## src/sv/tfc_pkg.sv

```systemverilog
// Package for the temperature focus compensation unit.
// Holds payload and configuration types, register indexes and temperature limits.
// No dependencies.
package tfc_pkg;

  typedef enum logic [2:0] {
    CfgProbePresent   = 3'd0,
    CfgCompEnable     = 3'd1,
    CfgCompDirection  = 3'd2,
    CfgStepCoeff      = 3'd3,
    CfgMaxStep        = 3'd4,
    CfgRefreshPeriod  = 3'd5
  } cfg_idx_e;

  localparam int unsigned CfgIdxW  = 3;
  localparam int unsigned CfgDataW = 32;

  localparam logic signed [11:0] TempLow     = -12'sd640;
  localparam logic signed [11:0] TempHigh    = 12'sd1280;
  localparam logic signed [11:0] TempDefault = 12'sd320;
  localparam logic signed [12:0] OneDegree   = 13'sd16;

  localparam logic [15:0] TickMax          = 16'hFFFF;
  localparam logic [31:0] MaxStepReset     = 32'd65535;
  localparam logic [15:0] RefreshReset     = 16'd1500;

  typedef struct packed {
    logic signed [11:0] temp_sample;
    logic [31:0]        target_in;
  } in_t;

  typedef struct packed {
    logic signed [11:0] temperature;
    logic [31:0]        target_out;
    logic               target_moved;
    logic               request_issued;
    logic               reading_taken;
  } out_t;

  typedef struct packed {
    logic        probe_present;
    logic        comp_enable;
    logic        comp_direction;
    logic [15:0] step_coefficient;
    logic [31:0] max_step;
    logic [15:0] refresh_period;
  } cfg_t;

endpackage

```

## src/sv/tfc_core.sv

```systemverilog
// Per-tick compensation datapath and its state registers.
// Computes one result from the transferred tick and the current state; uses tfc_pkg.
module tfc_core import tfc_pkg::*; (
  input  logic clk_i,
  input  logic rst_ni,
  input  cfg_t cfg_i,
  input  logic accept_i,
  input  in_t  in_i,
  output out_t res_o
);

  logic [15:0]        tick_q, tick_d;
  logic               read_q, read_d;
  logic signed [11:0] last_good_q, last_good_d;
  logic signed [11:0] cur_q, cur_d;
  logic signed [11:0] ref_q, ref_d;
  logic               prev_en_q, prev_en_d;
  logic               first_q;

  logic [15:0]        tick_inc;
  logic               prev_en;
  logic               action;
  logic               capture;
  logic               do_read;
  logic               in_range;
  logic signed [11:0] filt;
  logic signed [11:0] ref1;
  logic signed [12:0] diff;
  logic               big;
  logic               fall;
  logic               inward;
  logic               moved;
  logic [32:0]        np;
  logic [32:0]        np_clamped;
  logic [31:0]        target;

  always_comb begin
    prev_en  = first_q ? cfg_i.comp_enable : prev_en_q;
    tick_inc = (tick_q == TickMax) ? tick_q : tick_q + 16'd1;
    action   = cfg_i.probe_present && (tick_inc >= cfg_i.refresh_period);
    tick_d   = action ? 16'd0 : tick_inc;

    in_range = (in_i.temp_sample > TempLow) && (in_i.temp_sample < TempHigh);
    filt     = in_range ? in_i.temp_sample : last_good_q;

    capture  = action && (cfg_i.comp_enable != prev_en) && cfg_i.comp_enable;
    do_read  = action && read_q;
    prev_en_d = action ? cfg_i.comp_enable : prev_en;
    read_d    = action ? ~read_q : read_q;

    last_good_d = ((capture || do_read) && in_range) ? in_i.temp_sample : last_good_q;
    ref1  = capture ? filt : ref_q;
    cur_d = do_read ? filt : cur_q;

    diff   = $signed({ref1[11], ref1}) - $signed({cur_d[11], cur_d});
    big    = (diff >= OneDegree) || (diff <= -OneDegree);
    fall   = cur_d < ref1;
    inward = cfg_i.comp_direction ? !fall : fall;

    if (inward) begin
      np = (in_i.target_in >= 32'(cfg_i.step_coefficient))
         ? {1'b0, in_i.target_in - 32'(cfg_i.step_coefficient)} : 33'd0;
    end else begin
      np = {1'b0, in_i.target_in} + 33'(cfg_i.step_coefficient);
    end
    np_clamped = (np > {1'b0, cfg_i.max_step}) ? {1'b0, cfg_i.max_step} : np;

    moved  = action && cfg_i.comp_enable && big;
    target = moved ? np_clamped[31:0] : in_i.target_in;
    ref_d  = moved ? cur_d : ref1;

    res_o.temperature    = last_good_d;
    res_o.target_out     = target;
    res_o.target_moved   = moved;
    res_o.request_issued = action && !read_q;
    res_o.reading_taken  = capture || do_read;
  end

  always_ff @(posedge clk_i or negedge rst_ni) begin
    if (!rst_ni) begin
      tick_q      <= '0;
      read_q      <= 1'b0;
      last_good_q <= TempDefault;
      cur_q       <= '0;
      ref_q       <= '0;
      prev_en_q   <= 1'b0;
      first_q     <= 1'b1;
    end else if (accept_i) begin
      tick_q      <= tick_d;
      read_q      <= read_d;
      last_good_q <= last_good_d;
      cur_q       <= cur_d;
      ref_q       <= ref_d;
      prev_en_q   <= prev_en_d;
      first_q     <= 1'b0;
    end
  end

endmodule

```

## src/sv/temperature_focus_compensation_unit.sv

```systemverilog
// Top level: the result of each accepted tick is registered in the output stage.
// Throughput one tick per cycle unless in_stall_o is high; a two-entry output stage
// (result and skid register) keeps taking ticks while one result waits downstream.
// Reset clears tick count, phase and handshake state, loads last good temperature
// with twenty degrees and the configuration registers with their defaults.
// Uses tfc_pkg and tfc_core.
module temperature_focus_compensation_unit import tfc_pkg::*; (
  input  logic                clk_i,
  input  logic                rst_ni,
  input  logic                cfg_we_i,
  input  logic [CfgIdxW-1:0]  cfg_idx_i,
  input  logic [CfgDataW-1:0] cfg_data_i,
  input  logic                in_valid_i,
  output logic                in_stall_o,
  input  in_t                 in_data_i,
  output logic                out_valid_o,
  input  logic                out_stall_i,
  output out_t                out_data_o
);

  cfg_t cfg_q;
  out_t res;
  out_t out_q;
  out_t skid_q;
  logic out_valid_q;
  logic skid_valid_q;
  logic accept;
  logic out_free;

  assign accept   = in_valid_i && !skid_valid_q;
  assign out_free = !out_valid_q || !out_stall_i;

  always_ff @(posedge clk_i or negedge rst_ni) begin
    if (!rst_ni) begin
      cfg_q.probe_present    <= 1'b0;
      cfg_q.comp_enable      <= 1'b0;
      cfg_q.comp_direction   <= 1'b0;
      cfg_q.step_coefficient <= '0;
      cfg_q.max_step         <= MaxStepReset;
      cfg_q.refresh_period   <= RefreshReset;
    end else if (cfg_we_i) begin
      unique case (cfg_idx_i)
        CfgProbePresent:  cfg_q.probe_present    <= cfg_data_i[0];
        CfgCompEnable:    cfg_q.comp_enable      <= cfg_data_i[0];
        CfgCompDirection: cfg_q.comp_direction   <= cfg_data_i[0];
        CfgStepCoeff:     cfg_q.step_coefficient <= cfg_data_i[15:0];
        CfgMaxStep:       cfg_q.max_step         <= cfg_data_i[31:0];
        CfgRefreshPeriod: cfg_q.refresh_period   <= cfg_data_i[15:0];
        default: ;
      endcase
    end
  end

  tfc_core u_core (
    .clk_i    (clk_i),
    .rst_ni   (rst_ni),
    .cfg_i    (cfg_q),
    .accept_i (accept),
    .in_i     (in_data_i),
    .res_o    (res)
  );

  always_ff @(posedge clk_i or negedge rst_ni) begin
    if (!rst_ni) begin
      out_valid_q  <= 1'b0;
      skid_valid_q <= 1'b0;
    end else if (out_free) begin
      out_valid_q  <= skid_valid_q || accept;
      skid_valid_q <= 1'b0;
    end else if (accept) begin
      skid_valid_q <= 1'b1;
    end
  end

  always_ff @(posedge clk_i) begin
    if (out_free) begin
      out_q <= skid_valid_q ? skid_q : res;
    end else if (accept) begin
      skid_q <= res;
    end
  end

  assign in_stall_o  = skid_valid_q;
  assign out_valid_o = out_valid_q;
  assign out_data_o  = out_q;

endmodule

```

## config.mk

```make
export PLATFORM = sky130hd
export DESIGN_NAME = temperature_focus_compensation_unit
export DESIGN_NICKNAME = d
export VERILOG_FILES = /design/src/sv/tfc_pkg.sv /design/src/sv/tfc_core.sv /design/src/sv/temperature_focus_compensation_unit.sv
export SDC_FILE = /design/constraint.sdc
export NUM_CORES = 1
export LEC_CHECK = 0
export BUFFER_PORTS_ARGS = -buffer_cell sky130_fd_sc_hd__buf_2
export CELL_PAD_IN_SITES_DETAIL_PLACEMENT = 1
export CELL_PAD_IN_SITES_GLOBAL_PLACEMENT = 1
export CORE_MARGIN = 8
export CORE_UTILIZATION = 48
export CTS_CLUSTER_SIZE = 14
export DETAILED_ROUTE_END_ITERATION = 8
export PLACE_DENSITY_LB_ADDON = 0.25
export SKIP_CTS_REPAIR_TIMING = 1
export SLEW_MARGIN = 10
export SYNTH_ARGS = -nofsm -noshare
export SYNTH_HDL_FRONTEND = slang
export SYNTH_HIERARCHICAL = 1
export SYNTH_SLANG_ARGS = --single-unit
```

## constraint.sdc

```tcl
create_clock -name clk_i -period 11.1 [get_ports clk_i]
set_input_delay 0.555 -clock clk_i [delete_from_list [all_inputs] [get_ports clk_i]]
set_output_delay 0.555 -clock clk_i [all_outputs]
set_load 0.01 [all_outputs]
```

==> results of run 1 <==
==> state kept, by name, summed over array words and instances, names as in the netlist <==
| register | count |
|---|---|
| out_valid_o | 1 |
| cfg_q | 67 |
| in_stall_o | 1 |
| u_core/read_q | 1 |
| out_data_o | 47 |
| u_core/tick_q | 16 |
| u_core/ref_q | 12 |
| u_core/first_q | 1 |
| u_core/prev_en_q | 1 |
| u_core/last_good_q | 12 |
| u_core/cur_q | 12 |
| skid_q | 47 |
==> per-stage QoR <==
| step | setup slack, ns | power (mW) | instances |
|---|---|---|---|
| 6_report | 0.859 | 4.11 | 1979 |
| 5_1_grt | 0.213 | 4.39 | 1979 |
| 4_1_cts | -0.111 | 4.10 | 1975 |
| 3_5_place_dp | 0.0136 | 3.30 | 1929 |
| 3_3_place_gp | 0.204 | 3.22 | 1929 |
| 2_1_floorplan | 2.69 | 2.70 | 1452 |
==> worst max-delay path: cells and delay by family, from the launching register on <==
family | cells | cell delay, ns
multiplexers | 2 | 0.40
adder cells (fa/ha/maj) | 3 | 1.05
AND/OR/NAND/NOR | 18 | 4.28
XOR/XNOR | 1 | 0.19
buffers and inverters | 4 | 0.78
flip-flops | 1 | 0.43
AO/OA/AOI/OAI | 10 | 2.81
==> logic make-up (layout without fill, tap and decap cells) <==
logic type                 after synthesis  count (layout)  synth area share (%)
and+or+nand+nor                        391             392                  14.2
AOI/OAI and AO/OA                      357             357                  16.4
DFF                                    218             218                  40.0
muxes                                  187             187                  14.5
buffers and inverters                  184             314                  5.54
adders and majority gates               96              96                  8.22
xor gates and xnor gates                19              19                  1.12
==> worst max path at each step <==
stage	startpoint	to	slack (ns)
floorplan	u_core/tick_q[8]	out_data_o[9]	2.69
global placement	u_core/tick_q[5]	out_data_o[30]	0.20
detailed placement	u_core/tick_q[5]	out_data_o[30]	0.01
CTS	u_core/tick_q[5]	out_data_o[30]	-0.11
global route	u_core/tick_q[5]	out_data_o[30]	0.21
finish	u_core/tick_q[5]	out_data_o[30]	0.86
==> per-layer routing <==
metal / wire (µm) / global-route usage (%)
met3: 1790 / 2.92
met1: 18900 / 29.8
met5: 13 / 0
met2: 23400 / 43.4
met4: 1260 / 7.84
==> where the power goes <==
| group | total, mW | internal [mW] | switching (mW) |
|---|---|---|---|
| Clock | 0.763 | 0.436 | 0.326 |
| Sequential | 1.16 | 1.04 | 0.120 |
| Combinational | 2.18 | 0.864 | 1.32 |
==> cells in the mapped netlist, drive strengths merged, types with 9 or more instances <==
| cell | number | share of area (%) |
|---|---|---|
| mux2 | 142 | 11 |
| inv | 111 | 2.8 |
| dfrtp | 98 | 16 |
| nand2 | 97 | 2.4 |
| edfxtp | 94 | 19 |
| ha | 93 | 7.8 |
| o21ai | 92 | 3.1 |
| a21oi | 89 | 3.0 |
| nor2 | 59 | 1.6 |
| mux2i | 45 | 3.0 |
| buf | 40 | 1.9 |
| nor3 | 38 | 1.4 |
| nand3 | 35 | 1.3 |
| clkbuf | 32 | 0.81 |
| dfstp | 26 | 4.6 |
| nand4 | 26 | 1.1 |
| nor2b | 26 | 1.1 |
| nand2b | 20 | 0.84 |
| and3 | 19 | 0.80 |
| o22a | 19 | 1.1 |
| and2 | 18 | 0.76 |
| a31oi | 17 | 0.82 |
| xnor2 | 16 | 0.94 |
| nor4 | 13 | 0.73 |
| o31ai | 12 | 0.70 |
| a21o | 10 | 0.50 |
| o211ai | 10 | 0.50 |
| o21a | 10 | 0.50 |
| a211oi | 9 | 0.49 |
| a221o | 9 | 0.61 |
==> area by class of cell <==
class                      count  area, µm²  share of cell area (%)
inverter                     112        420                    2.53
sequential                   218       5960                    35.9
multi-input combinational   1051       8150                    49.0
tap                          396        495                    2.98
timing repair buffer         156        843                    5.07
clock inverter                 9       50.0                   0.301
clock buffer                  37        701                    4.22
==> impl_metrics.yaml, run 1 <==
outcome:
  status: "finished, final reports clean"
setup_path:
  worstReg2RegStart: "u_core/tick_q[5]"
  worst_ep_required_time_ns: 11.37
  worst_ep_arrival_time_ns: 10.51
  worst_r2r_path_depth: 38
  regToRegSetupSlack_ns: 0.86
  startpoint_type: "flip-flop"
  critPathMaxFanout: 23
  critical_path_start_end_classification: "flip-flop to flip-flop"
  setup.worst_path.end_class: "flip-flop"
  worst_path_largest_cell_delay_ns: 0.55
  slowest_stage: "sky130_fd_sc_hd__o41ai_4"
  reg_to_reg_critical_path_endpoint: "out_data_o[30]"
pwr:
  cellPowerDensity_mw_per_mm2: 247
  power_leakage_nw: 7.23
  peakVddDrop_mv: 0.141
clock_tree:
  root_buffer_master: "sky130_fd_sc_hd__clkbuf_16"
  cts_tree: "built"
  cts-buffers-inserted: 25
  worst_setup_hold_path_clk_slew_ns: 0.06
  cts-root-to-sink-buffers: 3
  h-tree-depth: 1
  clock_insertion_delay_worst_skew_ns: 0.53
  cts_sinks: 218
die:
  row_count: 64
  start_util_pct: 48.7
  io_pins: 133
  die_y_extent_um: 192
  design.die.area_mm2: 0.0369
  core_mm2: 0.0306
  die_w_um: 192
grt:
  gr-total-overflow: 0
  grtUsageTotal_pct: 24.2
  first_global_vias: 13000
  grt_antenna_before_repair: 3
  grt_max_degree: 66
  wire_length_of_the_first_global_routing_pass_um: 71500
sta:
  finalCritPeriodShare_pct: 92.3
  finalHoldViolations: 0
  rsz0062_at_grt: "no"
  fin_hold_ws_ns: 0.117
  fin_skew_ns: 0.0188
  post-route-min-period_ns: 10.24
  timing.final.max_slew_violations: 0
  setup_viol: 0
  setup_total_negative_slack_ns: 0
  worst_case_headroom_to_the_max_slew_limit_pct: 37.2
  worst_pin_slew_ns: 0.930
  clock.fmax_mhz: 97.6
place:
  place_hpwl_um: 33200
  instance_area_after_placement_mm2: 0.0158
  port_buffers: 132
  place_congestion: 0.897
finish:
  layout-drive-gt1-share_pct: 25.6
  most-common-layout-cells: "sky130_fd_sc_hd__buf_2 (131), sky130_fd_sc_hd__mux2_2 (112), sky130_fd_sc_hd__inv_1 (111)"
  antenna_cells_inserted: 0
  finalCoreUtilization_pct: 54.3
  finalNetCount: 1744
  fill_cells: 3444
  most_common_library_cell_in_the_layout_ignoring_fill_and_taps: "sky130_fd_sc_hd__buf_2"
  postLayoutCellArea_mm2: 0.0166
  flow.area_growth_from_synthesis_pct: 11.6
logic_synthesis:
  gate_count_post_synth: 1452
  ys_ff_latch: 218
  synth.avg_cell_area_um2: 10.3
  synth.yosys.seq_area_share_pct: 40.0
  syn_nets: 1632
  synth.cell_area_mm2: 0.0149
  synth.distinct_cells: 96
  synth_top_flop_cell: "sky130_fd_sc_hd__dfrtp_1"
  synth_enable_flop_cells: 94
  warning_count_from_the_yosys_run: 6
  postSynth.asyncResetShare_pct: 56.9
flow_run:
  drv_cap: 0
route:
  wire_per_inst_um: 23.0
  drt_wl_total_um: 45400
  drt_first_iter_violations: 637
  drt_drc_violations_left: 0
  antenna_violating_nets_post_route: 0
  detailroute.via_count: 11900
  vias_per_cell: 6.03
  drtPass1Iterations: 5
min_path:
  hp-class: "input pin to async pin"
Power figures use the tool's default switching activity.
==> run 2: changes to the inputs <==
--- a/config.mk
+++ b/config.mk
@@ -8,11 +8,12 @@
 export BUFFER_PORTS_ARGS = -buffer_cell sky130_fd_sc_hd__buf_2
 export CELL_PAD_IN_SITES_DETAIL_PLACEMENT = 1
 export CELL_PAD_IN_SITES_GLOBAL_PLACEMENT = 1
-export CORE_MARGIN = 8
-export CORE_UTILIZATION = 48
+export CORE_MARGIN = 4
+export CORE_UTILIZATION = 43
 export CTS_CLUSTER_SIZE = 14
 export DETAILED_ROUTE_END_ITERATION = 8
 export PLACE_DENSITY_LB_ADDON = 0.25
+export SETUP_SLACK_MARGIN = 0.4
 export SKIP_CTS_REPAIR_TIMING = 1
 export SLEW_MARGIN = 10
 export SYNTH_ARGS = -nofsm -noshare
==> constraint.sdc (replaced) <==
create_clock -name clk_i -period 8.9 [get_ports clk_i]
set_input_delay 0.445 -clock clk_i [delete_from_list [all_inputs] [get_ports clk_i]]
set_output_delay 0.445 -clock clk_i [all_outputs]
set_load 0.01 [all_outputs]
==> run 2 against run 1 <==
- sequential power grew 25%
- die area grew 2.1%
- largest cell class unchanged
- largest power group unchanged
- utilization is essentially flat
- critical path depth grew 5
==> impl_metrics.yaml, run 2 (synthesis gave the netlist of run 1 again) <==
outcome:
  status: "finished, final reports clean"
sta:
  fin_ws_ns: 0.465
  finalHoldViolations: 0
  post-route-min-period_ns: 8.43
  timing.final.max_slew_violations: 0
  fin_skew_ns: 0.0134
  worst_pin_slew_ns: 1.27
  setup_viol: 0
  worst_case_headroom_to_the_max_slew_limit_pct: 15.6
  clock.fmax_mhz: 119
  finalCritPeriodShare_pct: 94.8
  rsz0062_at_grt: "yes"
setup_path:
  worst_path_largest_cell_delay_ns: 0.60
  worst_ep_required_time_ns: 9.20
  worst_ep_arrival_time_ns: 8.73
  critPathMaxFanout: 7
  slowest_stage: "sky130_fd_sc_hd__or4_4"
  setup.worst_path.end_class: "flip-flop"
  critical_path_start_end_classification: "flip-flop to flip-flop"
  worst_r2r_path_depth: 43
  startpoint_type: "flip-flop"
die:
  io_pins: 133
  die_y_extent_um: 194
  row_count: 67
  core_mm2: 0.0339
  design.die.area_mm2: 0.0377
  start_util_pct: 44.0
  die_w_um: 194
finish:
  most_common_library_cell_in_the_layout_ignoring_fill_and_taps: "sky130_fd_sc_hd__buf_2"
  finalNetCount: 1835
  flow.area_growth_from_synthesis_pct: 23.6
  largest_reg_flops: 67
  layout-drive-gt1-share_pct: 36.7
  regMostFlops: "cfg_q"
  most-common-layout-cells: "sky130_fd_sc_hd__buf_2 (132), sky130_fd_sc_hd__mux2_2 (111), sky130_fd_sc_hd__inv_1 (111)"
  antenna_cells_inserted: 0
  finalCoreUtilization_pct: 54.3
grt:
  first_global_vias: 12600
  grt_max_degree: 67
  grtUsageTotal_pct: 23.5
  wire_length_of_the_first_global_routing_pass_um: 72300
  grt_antenna_before_repair: 1
  gr-total-overflow: 0
route:
  drt_wl_total_um: 50100
  antenna_violating_nets_post_route: 0
  drt_first_iter_violations: 664
  drtPass1Iterations: 5
  drt_drc_violations_left: 0
  detailroute.via_count: 12500
  vias_per_cell: 5.90
  wire_per_inst_um: 23.6
clock_tree:
  cts_tree: "built"
  h-tree-depth: 1
  cts-root-to-sink-buffers: 3
  clock_insertion_delay_worst_skew_ns: 0.55
  worst_setup_hold_path_clk_slew_ns: 0.06
  cts-buffers-inserted: 25
  cts_sinks: 218
  root_buffer_master: "sky130_fd_sc_hd__clkbuf_16"
pwr:
  power_leakage_nw: 7.96
  cellPowerDensity_mw_per_mm2: 338
  combinationalPowerShare_pct: 59.3
  pwr-share-seq_pct: 23.4
  peakVddDrop_mv: 0.179
  clock_power_share_pct: 17.3
  p_switching_mw: 2.61
  cellInternalPower_mw: 3.61
  power.switching_fraction_pct: 41.9
place:
  place_congestion: 0.906
  pre_cts_slack_ns: -0.579
  port_buffers: 132
  place_hpwl_um: 33700
flow_run:
  drv_cap: 0
min_path:
  hp-class: "input pin to async pin"
[run 2: changes by cell type in the layout (fill, tap and decap cells not counted), sizes merged, moves of 2 or more]
cell / before / now
and2: 18 / 21
buf: 156 / 239
bufinv: 0 / 2
clkbuf: 37 / 39
clkinv: 9 / 7
clkinvlp: 0 / 2
[run 2: through the flow]
stage | cell area [µm²] | hold slack, ns | power [mW] | TNS [ns] | instances
after floorplan | 14900 | 0.149 | 3.37 | 0 | 1452
after global placement | 16000 | 0.458 | 4.15 | -4.61 | 1998
after detailed placement | 16000 | 0.471 | 4.22 | -23.65 | 1998
after CTS | 16900 | 0.0560 | 5.33 | -25.12 | 2044
after global routing | 18400 | 0.105 | 6.59 | 0 | 2122
final | 18400 | 0.0312 | 6.22 | 0 | 2122
[run 2: final timing paths]
path                                    from  slack, ns               endpoint
hold reg to reg             u_core/ref_q[10]       0.49       u_core/ref_q[10]
setup reg to reg           u_core/tick_q[10]       0.47         out_data_o[32]
min in group clk_i            cfg_data_i[21]       0.13              cfg_q[37]
max in group asynchronous             rst_ni       7.48              cfg_q[60]
setup / recovery           u_core/tick_q[10]       0.47         out_data_o[32]
hold / removal                        rst_ni       0.03  u_core/last_good_q[4]
[run 2: cell type report]
| cell class | count | area (µm²) |
|---|---|---|
| Timing Repair Buffer | 244 | 1690 |
| Clock inverter | 12 | 134 |
| Clock buffer | 34 | 731 |
| Sequential cell | 218 | 5960 |
| Tap cell | 448 | 561 |
| Fill cell | 3694 | 15500 |
| Inverter | 112 | 420 |
| Multi-Input combinational cell | 1054 | 8900 |
[run 2: power groups by stage]
stage          logic, mW  registers, mW  clock network (mW)
2_1_floorplan       1.94           1.43                   0
3_3_place_gp        2.71           1.44                   0
3_5_place_dp        2.77           1.45                   0
4_1_cts             2.79           1.44                1.10
5_1_grt             3.96           1.48                1.15
6_report            3.69           1.45                1.08
[run 2: metal layers]
layer	global-route usage [%]	share of wire (%)	vias up
met5	0	0	-
met4	5.65	2.9	0
met3	3.04	3.8	81
met2	42.3	52	232
met1	30.1	41	6400
li1	-	-	5806
[run 2: worst max-delay path, delay by kind of cell, from the launching register on]
family / cells / cell delay [ns]
and+or+nand+nor: 19 / 3.31
DFF: 1 / 0.39
adders and majority gates: 3 / 0.90
xor gates and xnor gates: 1 / 0.20
AOI/OAI and AO/OA: 9 / 1.54
muxes: 3 / 0.50
buffers and inverters: 8 / 1.28
